<file path="config.mk">
export PLATFORM = sky130hd
export DESIGN_NAME = tree_enter_exit_event_sequencer
export DESIGN_NICKNAME = d
export VERILOG_FILES = /design/src/hw/rtl/teees_pkg.sv /design/src/hw/rtl/teees_stack.sv /design/src/hw/rtl/teees_out_reg.sv /design/src/hw/rtl/tree_enter_exit_event_sequencer.sv
export SDC_FILE = /design/constraint.sdc
export NUM_CORES = 2
export LEC_CHECK = 0
export CAP_MARGIN = 10
export CORE_MARGIN = 1
export CORE_UTILIZATION = 63
export CTS_CLUSTER_DIAMETER = 120
export CTS_CLUSTER_SIZE = 8
export DETAILED_ROUTE_END_ITERATION = 10
export DONT_BUFFER_PORTS = 1
export GPL_TIMING_DRIVEN = 1
export PLACE_DENSITY = 0.79
export SLEW_MARGIN = 10
export SYNTH_ARGS = -nofsm -noshare
export SYNTH_HDL_FRONTEND = slang
export SYNTH_SLANG_ARGS = --single-unit
</file>
<file path="constraint.sdc">
create_clock -name clock -period 4.9 [get_ports clock]
set_input_delay 0.49 -clock clock [delete_from_list [all_inputs] [get_ports clock]]
set_output_delay 0.49 -clock clock [all_outputs]
set_load 0.01 [all_outputs]
</file>
<file path="src/hw/rtl/teees_pkg.sv">
`timescale 1ns / 1ps
// -----------------------------------------------------------------------------
// Tree enter/exit event sequencer package
// Shared types, register indexes and the listener lookup helper.
// -----------------------------------------------------------------------------
package teees_pkg;

   localparam int NumKinds = 64;

   localparam logic CsrEnterMask = 1'b0;
   localparam logic CsrExitMask  = 1'b1;

   typedef enum logic [1:0] {
      ST_IDLE,
      ST_FETCH,
      ST_EVAL
   } state_type;

   typedef struct packed {
      logic [15:0] node_index;
      logic [16:0] node_end;
      logic [5:0]  node_kind;
   } stack_entry_type;

   typedef struct packed {
      logic [5:0]  event_kind;
      logic        is_exit;
      logic [15:0] node_index;
      logic        last;
      logic        stack_overflow;
   } event_type;

   function automatic logic kind_enabled(input logic [63:0] mask, input logic [5:0] kind);
      logic hit;
      hit = 1'b0;
      if (7'(kind) < 7'(NumKinds)) begin
         hit = mask[kind];
      end
      return hit;
   endfunction

endpackage

</file>
<file path="src/hw/rtl/teees_stack.sv">
`timescale 1ns / 1ps
// -----------------------------------------------------------------------------
// Open node stack
// Storage for open nodes with one write port and two registered read ports,
// giving the top entry and the one below it.
// -----------------------------------------------------------------------------
module teees_stack #(
   parameter int STACK_DEPTH = 32,
   parameter int AW = 5
) (
   input  logic                       clock,
   input  logic                       wr_en,
   input  logic [AW-1:0]              wr_addr,
   input  teees_pkg::stack_entry_type wr_data,
   input  logic [AW-1:0]              rd_top_addr,
   input  logic [AW-1:0]              rd_next_addr,
   output teees_pkg::stack_entry_type rd_top,
   output teees_pkg::stack_entry_type rd_next
);
   import teees_pkg::*;

   stack_entry_type mem [STACK_DEPTH];
   stack_entry_type rd_top_ff;
   stack_entry_type rd_next_ff;

   always_ff @(posedge clock) begin
      if (wr_en) begin
         mem[wr_addr] <= wr_data;
      end
   end

   always_ff @(posedge clock) begin
      rd_top_ff  <= mem[rd_top_addr];
      rd_next_ff <= mem[rd_next_addr];
   end

   assign rd_top  = rd_top_ff;
   assign rd_next = rd_next_ff;

endmodule

</file>
<file path="src/hw/rtl/teees_out_reg.sv">
`timescale 1ns / 1ps
// -----------------------------------------------------------------------------
// Event output register
// Holds one event beat for the receiver and frees as soon as it is taken.
// -----------------------------------------------------------------------------
module teees_out_reg (
   input  logic                 clock,
   input  logic                 reset,
   input  logic                 load,
   input  teees_pkg::event_type load_data,
   output logic                 free,
   output logic                 out_valid,
   input  logic                 out_ready,
   output teees_pkg::event_type out_data
);
   import teees_pkg::*;

   logic      valid_ff;
   logic      valid_in;
   event_type data_ff;

   assign free = !valid_ff || out_ready;

   always_comb begin
      valid_in = valid_ff && !out_ready;
      if (load) begin
         valid_in = 1'b1;
      end
   end

   always_ff @(posedge clock) begin
      if (reset) begin
         valid_ff <= 1'b0;
      end else begin
         valid_ff <= valid_in;
      end
   end

   always_ff @(posedge clock) begin
      if (load) begin
         data_ff <= load_data;
      end
   end

   assign out_valid = valid_ff;
   assign out_data  = data_ff;

endmodule

</file>
<file path="src/hw/rtl/tree_enter_exit_event_sequencer.sv">
`timescale 1ns / 1ps
// -----------------------------------------------------------------------------
// Tree enter/exit event sequencer
// Turns a preorder stream of tree nodes into enter and exit event beats.
// -----------------------------------------------------------------------------
// Each request beat is one preorder node (kind and subtree end) or an end of
// file marker. The block numbers nodes itself. For a node it first closes,
// innermost first, every open node whose subtree ends at the current index,
// then sends an enter beat if the kind has enter listeners, and then opens
// the node on the stack if the kind has exit listeners. End of file closes
// all open nodes and restarts numbering. rsp_last marks the final beat of a
// request, and rsp_stack_overflow reports a sticky overflow flag that end of
// file clears.
// A request is accepted in the idle state and then evaluated; after each exit
// beat the sequencer passes through a fetch state before it evaluates again,
// since each pop waits for a registered read of the stack memory. req_ready
// is high only while the sequencer is idle. A stalled receiver holds the
// sequencer in its evaluate step until the output register frees. Reset empties
// the stack, restarts numbering and clears the overflow flag and the listener
// masks. Masks must be written only while idle; the block does not enforce it.
// -----------------------------------------------------------------------------
module tree_enter_exit_event_sequencer #(
   parameter int STACK_DEPTH = 32,
   parameter int MAX_NODES = 65536
) (
   input  logic        clock,
   input  logic        reset,
   input  logic        req_valid,
   output logic        req_ready,
   input  logic [5:0]  req_node_kind,
   input  logic [16:0] req_subtree_end,
   input  logic        req_end_of_file,
   output logic        rsp_valid,
   input  logic        rsp_ready,
   output logic [5:0]  rsp_event_kind,
   output logic        rsp_is_exit,
   output logic [15:0] rsp_node_index,
   output logic        rsp_last,
   output logic        rsp_stack_overflow,
   input  logic        csr_wr_en,
   input  logic        csr_index,
   input  logic [63:0] csr_wdata
);
   import teees_pkg::*;

   localparam int AW = (STACK_DEPTH > 1) ? $clog2(STACK_DEPTH) : 1;
   localparam int CNTW = $clog2(STACK_DEPTH + 1);
   localparam int IW = $clog2(MAX_NODES + 1);
   localparam int CW = (IW > 17) ? IW : 17;

   state_type       state_ff;
   state_type       state_in;
   logic [63:0]     enter_mask_ff;
   logic [63:0]     exit_mask_ff;
   logic [CNTW-1:0] count_ff;
   logic [CNTW-1:0] count_in;
   logic [IW-1:0]   next_idx_ff;
   logic [IW-1:0]   next_idx_in;
   logic            ovf_ff;
   logic            ovf_in;
   logic [5:0]      kind_ff;
   logic [16:0]     end_ff;
   logic            eof_ff;
   logic [IW-1:0]   idx_ff;

   stack_entry_type rd_top;
   stack_entry_type rd_next;
   stack_entry_type push_data;
   event_type       ev;
   event_type       out_data;

   logic accept_go;
   logic exhausted;
   logic enter_en;
   logic exit_en;
   logic top_match;
   logic next_match;
   logic pop_now;
   logic next_pop;
   logic enter_want;
   logic set_now;
   logic emit_need;
   logic out_free;
   logic step_go;
   logic load;
   logic push;
   logic finish;
   logic flag_now;

   assign req_ready = (state_ff == ST_IDLE);
   assign accept_go = req_valid && req_ready;
   assign exhausted = (next_idx_ff >= IW'(MAX_NODES));

   assign enter_en   = kind_enabled(enter_mask_ff, kind_ff);
   assign exit_en    = kind_enabled(exit_mask_ff, kind_ff);
   assign top_match  = (CW'(rd_top.node_end) == CW'(idx_ff));
   assign next_match = (CW'(rd_next.node_end) == CW'(idx_ff));

   always_comb begin
      pop_now    = (count_ff != '0) && (eof_ff || top_match);
      next_pop   = (count_ff > CNTW'(1)) && (eof_ff || next_match);
      enter_want = !eof_ff && enter_en;
      set_now    = !eof_ff && exit_en && (count_ff == CNTW'(STACK_DEPTH)) && !pop_now;
      emit_need  = pop_now || enter_want;
      step_go    = (state_ff == ST_EVAL) && (!emit_need || out_free);
      load       = step_go && emit_need;
      push       = step_go && !pop_now && !eof_ff && exit_en &&
                   (count_ff < CNTW'(STACK_DEPTH));
      finish     = step_go && !pop_now;
      flag_now   = ovf_ff || set_now;
   end

   always_comb begin
      if (pop_now) begin
         ev.event_kind = rd_top.node_kind;
         ev.is_exit    = 1'b1;
         ev.node_index = rd_top.node_index;
         ev.last       = !next_pop && !enter_want;
      end else begin
         ev.event_kind = kind_ff;
         ev.is_exit    = 1'b0;
         ev.node_index = 16'(idx_ff);
         ev.last       = 1'b1;
      end
      ev.stack_overflow = flag_now;
   end

   always_comb begin
      push_data.node_index = 16'(idx_ff);
      push_data.node_end   = end_ff;
      push_data.node_kind  = kind_ff;
   end

   always_comb begin
      state_in = state_ff;
      case (state_ff)
         ST_IDLE: begin
            if (accept_go && (req_end_of_file || !exhausted)) begin
               state_in = ST_EVAL;
            end
         end
         ST_FETCH: begin
            state_in = ST_EVAL;
         end
         ST_EVAL: begin
            if (step_go) begin
               state_in = pop_now ? ST_FETCH : ST_IDLE;
            end
         end
         default: begin
            state_in = ST_IDLE;
         end
      endcase
   end

   always_comb begin
      count_in = count_ff;
      if (step_go && pop_now) begin
         count_in = count_ff - CNTW'(1);
      end else if (push) begin
         count_in = count_ff + CNTW'(1);
      end else if (finish && eof_ff) begin
         count_in = '0;
      end

      next_idx_in = next_idx_ff;
      if (accept_go) begin
         if (req_end_of_file) begin
            next_idx_in = '0;
         end else if (!exhausted) begin
            next_idx_in = next_idx_ff + IW'(1);
         end
      end

      ovf_in = ovf_ff;
      if (finish && eof_ff) begin
         ovf_in = 1'b0;
      end else if (state_ff == ST_EVAL) begin
         ovf_in = flag_now;
      end
   end

   always_ff @(posedge clock) begin
      if (reset) begin
         state_ff      <= ST_IDLE;
         count_ff      <= '0;
         next_idx_ff   <= '0;
         ovf_ff        <= 1'b0;
         enter_mask_ff <= '0;
         exit_mask_ff  <= '0;
      end else begin
         state_ff    <= state_in;
         count_ff    <= count_in;
         next_idx_ff <= next_idx_in;
         ovf_ff      <= ovf_in;
         if (csr_wr_en) begin
            case (csr_index)
               CsrEnterMask: enter_mask_ff <= csr_wdata;
               CsrExitMask:  exit_mask_ff  <= csr_wdata;
               default: begin
               end
            endcase
         end
      end
   end

   always_ff @(posedge clock) begin
      if (accept_go) begin
         kind_ff <= req_node_kind;
         end_ff  <= req_subtree_end;
         eof_ff  <= req_end_of_file;
         idx_ff  <= next_idx_ff;
      end
   end

   teees_stack #(
      .STACK_DEPTH (STACK_DEPTH),
      .AW          (AW)
   ) u_stack (
      .clock        (clock),
      .wr_en        (push),
      .wr_addr      (AW'(count_ff)),
      .wr_data      (push_data),
      .rd_top_addr  (AW'(count_ff - CNTW'(1))),
      .rd_next_addr (AW'(count_ff - CNTW'(2))),
      .rd_top       (rd_top),
      .rd_next      (rd_next)
   );

   teees_out_reg u_out_reg (
      .clock     (clock),
      .reset     (reset),
      .load      (load),
      .load_data (ev),
      .free      (out_free),
      .out_valid (rsp_valid),
      .out_ready (rsp_ready),
      .out_data  (out_data)
   );

   assign rsp_event_kind     = out_data.event_kind;
   assign rsp_is_exit        = out_data.is_exit;
   assign rsp_node_index     = out_data.node_index;
   assign rsp_last           = out_data.last;
   assign rsp_stack_overflow = out_data.stack_overflow;

endmodule

</file>
## Yosys cells after proc, flatten, opt, wreduce, memory -nomap -nowiden

Memory sizes are Yosys's and may differ from the RTL's. A register that Yosys moved wholly into a read port is not among the register bits.
Cells that the tools add are included.

| word-level totals | value |
|---|---|
| register bits after elaboration | 221 |
| memory bits (writable) | 1248 |
| input port bits | 94 |
| output and inout bits | 27 |
| memories kept | 1 |

| operators by class | value |
|---|---|
| add/sub/neg operators | 4 |
| $lt $le $gt $ge | 4 |
| equality and inequality tests | 8 |
| multiplexer cells | 17 |
| bitwise logic cells | 1 |
| reductions and logical operators | 41 |

Memory list:

| memory | words | bits a word | rd ports | clocked after Yosys merged registers in | wr ports | line | source |
|---|---|---|---|---|---|---|---|
| u_stack.mem | 32 | 39 | 2 | 2 | 1 | teees_stack.sv:22 | `stack_entry_type mem [STACK_DEPTH];` |

Operator list:

| operator | count |
|---|---|
| $eq A17 B17 Y1 | 2 |
| $mux W17 | 2 |
| $mux W24 | 1 |
| $logic_and A1 B1 Y1 | 18 |
| $mux W6 | 3 |
| $add A17 B1 Y17 const B | 1 |
| $ge A17 B17 Y1 const B | 1 |
| $bmux W1 S6 | 2 |
| $logic_not A1 Y1 | 8 |
| $reduce_and A2 Y1 | 4 |
| $logic_or A1 B1 Y1 | 7 |
| $lt A6 B7 Y1 const B | 1 |
| $add A6 B1 Y6 const B | 1 |
| $eq A6 B6 Y1 const B | 1 |
| $gt A6 B1 Y1 const B | 1 |
| $lt A6 B6 Y1 const B | 1 |
| $mux W1 | 6 |
| $pmux W2 S3 | 1 |
| $reduce_bool A6 Y1 | 1 |
| $sub A6 B1 Y6 const B | 1 |
| $sub A5 B2 Y5 const B | 1 |
| $mux W2 | 2 |
| $ne A2 B2 Y1 const B | 2 |
| $reduce_bool A3 Y1 | 1 |
| other kinds (6) | 6 |

## Longest topological paths before layout

| logic depth | value |
|---|---|
| depth in word-level cells | 13 |
| gate-level depth with buffers | 13 |
| gate-level depth less buffers | 9 |

## Cells and area by module

A second synthesis with hierarchy kept.

| unflattened totals | value |
|---|---|
| cells, all modules | 5177 |
| area total of the unflattened synthesis | 70858.0 µm² |

Modules (own cells, without submodules):

| module | instances | cells an instance | area an instance (µm²) |
|---|---|---|---|
| teees_stack | 1 | 4192 | 61232.5 |
| tree_enter_exit_event_sequencer | 1 | 956 | 8828.5 |
| teees_out_reg | 1 | 29 | 797.0 |

## Worst setup path after synthesis

Ideal clock, no wire load.

| timing | value |
|---|---|
| path kind | register to register |
| start | register kind_ff[0] |
| end | memory u_stack.mem[18][0] (netlist name), enable pin |
| arrival time | 3.770 ns |
| setup slack | 0.730 ns |
| stages on the path, launching flop included | 11 |
| path buffers | 2 |
| clock period less this slack | 4.170 ns |
| path through | edfxtp_1 buf_6 mux4_2 and3b_1 or4_1 a21oi_2 or3_1 o2111a_2 and2_4 buf_6 and3_1 |

| on the way | value |
|---|---|
| word-level cells in the longest chain between the ends | 13 |
| elaborated cells between the ends (all ways) | 15 |
| classes of those cells | 6 x mux; 9 x reduce/logical |

Ends and longest elaborated chain:

| item | line | source |
|---|---|---|
| start, declared | tree_enter_exit_event_sequencer.sv:61 | `logic [5:0] kind_ff;` |
| start signal, assigned | tree_enter_exit_event_sequencer.sv:209 | `kind_ff <= req_node_kind;` |
| $bmux W1 S6 | teees_pkg.sv:37 | `hit = mask[kind];` |
| $mux W1 (not written as such) | teees_pkg.sv:37 |  |
| $logic_and A1 B1 Y1 | tree_enter_exit_event_sequencer.sv:102 | `enter_want = !eof_ff && enter_en;` |
| $logic_or A1 B1 Y1 | tree_enter_exit_event_sequencer.sv:104 | `emit_need = pop_now \|\| enter_want;` |
| $logic_not A1 Y1 | tree_enter_exit_event_sequencer.sv:105 | `step_go = (state_ff == ST_EVAL) && (!emit_need \|\| out_free);` |
| $logic_or A1 B1 Y1 | tree_enter_exit_event_sequencer.sv:105 |  |
| $logic_and A1 B1 Y1 | tree_enter_exit_event_sequencer.sv:105 |  |
| $logic_and A1 B1 Y1 (2 in series) | tree_enter_exit_event_sequencer.sv:107 | `push = step_go && !pop_now && !eof_ff && exit_en &&` |
| $logic_and A1 B1 Y1 (*) (2 in series) | tree_enter_exit_event_sequencer.sv:107 |  |
| $mux W1 (*) | teees_stack.sv:27 | `if (wr_en) begin` |
| $mux W1 (not written as such) (*) | teees_stack.sv:28 | `mem[wr_addr] <= wr_data;` |
| end, declared | teees_stack.sv:22 |  |

Mark *: on every way between the ends. The rest lies on a longest branch, timed or not. The select of a mux whose other input is x is not followed.

## Final worst setup path

| timing | value |
|---|---|
| start | register kind_ff[1] |
| end | memory u_stack.mem[2][9] (netlist name), enable pin |

The elaborated chain is that of the path after synthesis.

==> reports/qor.txt <==
Status: finished clean
First-pass GRT wire length: 246000 um
NumNets Final: 3447
Cell-internal power: 23.8 mW
Top Metal Used: met5
Initial antenna violation count: 5
Cts bufs inserted: 208
Clk_skew: 0.0781 ns
CP max stage delay: 0.92 ns
Sequential group share of total power: 0.473
DP Wirelength: 91700 um
Met2 Routed Length: 83900 um
WL met3: 19200 um
Die Area: 100000 um2
DRC Markers: 0
Simple-Gate Fraction of Synth Area: 0.0305
Sequential share of the synthesized area: 0.700
Most frequent cells in the layout: edfxtp_1, mux4_2, nand2_1, dfxtp_1, clkbuf_16
Gate power share: 0.092
Cts repair resizes: 0
Clock slew at reported path FFs: 0.06 ns
XOR/XNOR Fraction of Synth Area: 0.00688
Mapped Cells: 3121
Tot GR Track Use: 0.348
Fillers: 5219
Largest net degree at the start of global routing: 141
Final wirelength: 171000 um
Post-Synthesis Cell Area: 62400 um2
Critical path startpoint category: flip-flop
Top FF cell, synth: edfxtp_1
Maximum vdd drop: 0.000434 V
Max Root-Sink Buffers: 3
Core ar.: 98300 um2
Reg2Reg Setup Slack: 0.39 ns
Post-synthesis mux area share: 0.228
Worst Hold Class: in2reg
Sw Share: 0.238
Post-layout min period: 4.51 ns
Global placement routability congestion: 0.898
Proportion of power drawn by the clock network: 0.436
Vias in the first global route: 35400
Met1 wire length: 59200 um
Finish-stage setup viols: 0
Via count: 35200
P_sw: 7.46 mW
WS Path Type: reg2reg
Highest Clock Rate: 0.222 GHz
Mean Syn Cell Area: 20.0 um2
Largest area contributor in the netlist: edfxtp_1
First-pass DRT Iterations: 7
Die width: 317 um
Area delta synth->final: 15.2%
RSZ-0062 raised after global routing: false
Leak: 22.5 nW
Clock insertion delay at the later pin of the skew report: 0.84 ns
CTS Root Cell: clkbuf_16
Number of port buffers: 0
CP most frequent cell: buf_4
H-tree depth: 4
Number of synthesized flops with an enable pin: 1314
Clock sinks: 1525
Iter 0 DRT Violations: 5518
CP max FO: 41
Initial Util: 0.635
Leading post-synthesis cells by cell area: edfxtp_1, mux4_2, dfxtp_1
Share of layout cells above drive strength 1: 0.299
Worst path required time: 5.38 ns
Synth Register Bits: 1525
Fin util: 0.731
Slew margin rel.: 0.196
Post-synth ARST share: 0
TritonCTS clock tree: built
CP Cell Sequence: buf_4 -> mux4_2 -> mux2i_1 -> a22oi_1 -> nand3b_1 -> a21o_1 -> nor3_2 -> and2_4 -> and3_2 -> buf_4
CTS hold repair buffers: 91
Fin crit share: 0.920
IO Count: 121
Max-cap violations: 0
Main combinational cell family by area after synthesis: multiplexers
Post-CTS setup buffer count: 0
Slew Limit Fails: 0
Grt ovf: 0
Hold Vio Cnt, Final: 0
Die Y: 317 um
Area fraction in compound gates after synthesis: 0.0183
Synth Warn #: 0
Synth Area in Adders: 0.00160
Total chip power: 31.3 mW
Via/cell ratio: 7.32
Worst path arrival time: 4.98 ns
Commonest non-fill, non-tap cell in the layout: edfxtp_1
WL/cell: 35.6 um
Mapped Nets: 3223
Cell Pwr Density: 435 nW/um2
Post-synthesis cell type count: 62
Worst-Margin Slew: 1.21 ns
CP Capture Type: flip-flop
Row cnt: 115
CP max stage cell: and3_2
Top-area cell type share of the netlist area: 0.633
Antenna viol nets, final: 0
Setup TNS Final: 0 ns
==> state kept, by name (all words and copies together) (netlist names) <==
name	cells
u_stack.mem	1248
enter_mask_ff	64
exit_mask_ff	64
u_stack.rd_top	39
u_out_reg.out_data	25
end_ff	17
idx_ff	17
next_idx_ff	17
u_stack.rd_next	17
count_ff	6
kind_ff	6
state_ff	2
eof_ff	1
ovf_ff	1
u_out_reg.out_valid	1
==> synth_stat cells (10+ instances only) <==
master and count:
a21oi_1 140, a22oi_1 15, and3_1 36, buf_1 44, buf_2 10, clkbuf_1 138, dfxtp_1 211, edfxtp_1 1314
inv_1 12, mux2_2 79, mux2i_1 42, mux4_2 571, nand2_1 285, nand3_1 17, nor2_1 28, o21ai_0 15
xnor2_1 32, xor2_1 17
==> per-stage QoR <==
stage          instances  hold slack [ns]  cell area, um2  worst slack [ns]
2_1_floorplan       3121            0.432           62400             0.730
3_3_place_gp        4331            0.436           64700             0.851
3_5_place_dp        4331            0.440           64700             0.641
4_1_cts             4800          0.00732           71800             0.565
5_1_grt             4801           0.0320           71900             0.261
6_report            4805           0.0622           71900             0.393
==> power groups by stage <==
stage | sequential, mW | combinational (mW) | clock, mW
2_1_floorplan | 14.9 | 1.89 | 0
3_3_place_gp | 15.0 | 2.64 | 0
3_5_place_dp | 15.0 | 2.70 | 0
4_1_cts | 14.8 | 2.84 | 13.7
5_1_grt | 14.8 | 2.99 | 14.2
6_report | 14.8 | 2.87 | 13.6
==> metal layers <==
layer  up-vias  GRT usage
li1      13400          -
met1     18400      0.465
met2      2832      0.556
met3       582     0.0779
met4         4      0.160
met5         -          0
==> area by class of cell <==
type	instances	area, um2	area share
Timing Repair Buffer	215	2360	0.0328
Antenna cell	5	12.5	0.000174
Multi-Input combinational cell	1383	17900	0.250
Clock buffer	362	5780	0.0805
Inverter	12	45.0	0.000627
Sequential cell	1525	43700	0.608
Clock inverter	16	432	0.00601
Tap cell	1287	1610	0.0224
==> worst max-delay path, delay by kind of cell, from the launching register on <==
family	cells	cell delay, ns
simple gates	4	1.77
buf+inv	2	0.88
mux	2	0.39
compound gates	2	0.44
flops	1	0.65
==> final timing paths <==
kind / from / cells after the start / to
worst max-delay path: kind_ff[1] / 10 / u_stack.mem[2][9]
worst max register to register: kind_ff[1] / 10 / u_stack.mem[2][9]
worst min register to register: enter_mask_ff[21] / 2 / enter_mask_ff[21]
worst min-delay path: rsp_ready / 3 / count_ff[4]
==> kinds of logic after synthesis <==
kind of cell / Yosys count
flops: 1525
simple gates: 431
mux: 694
fa+ha+maj: 8
xor+xnor: 49
buf+inv: 213
compound gates: 201
Note: power is estimated with default switching activity, not from simulation.
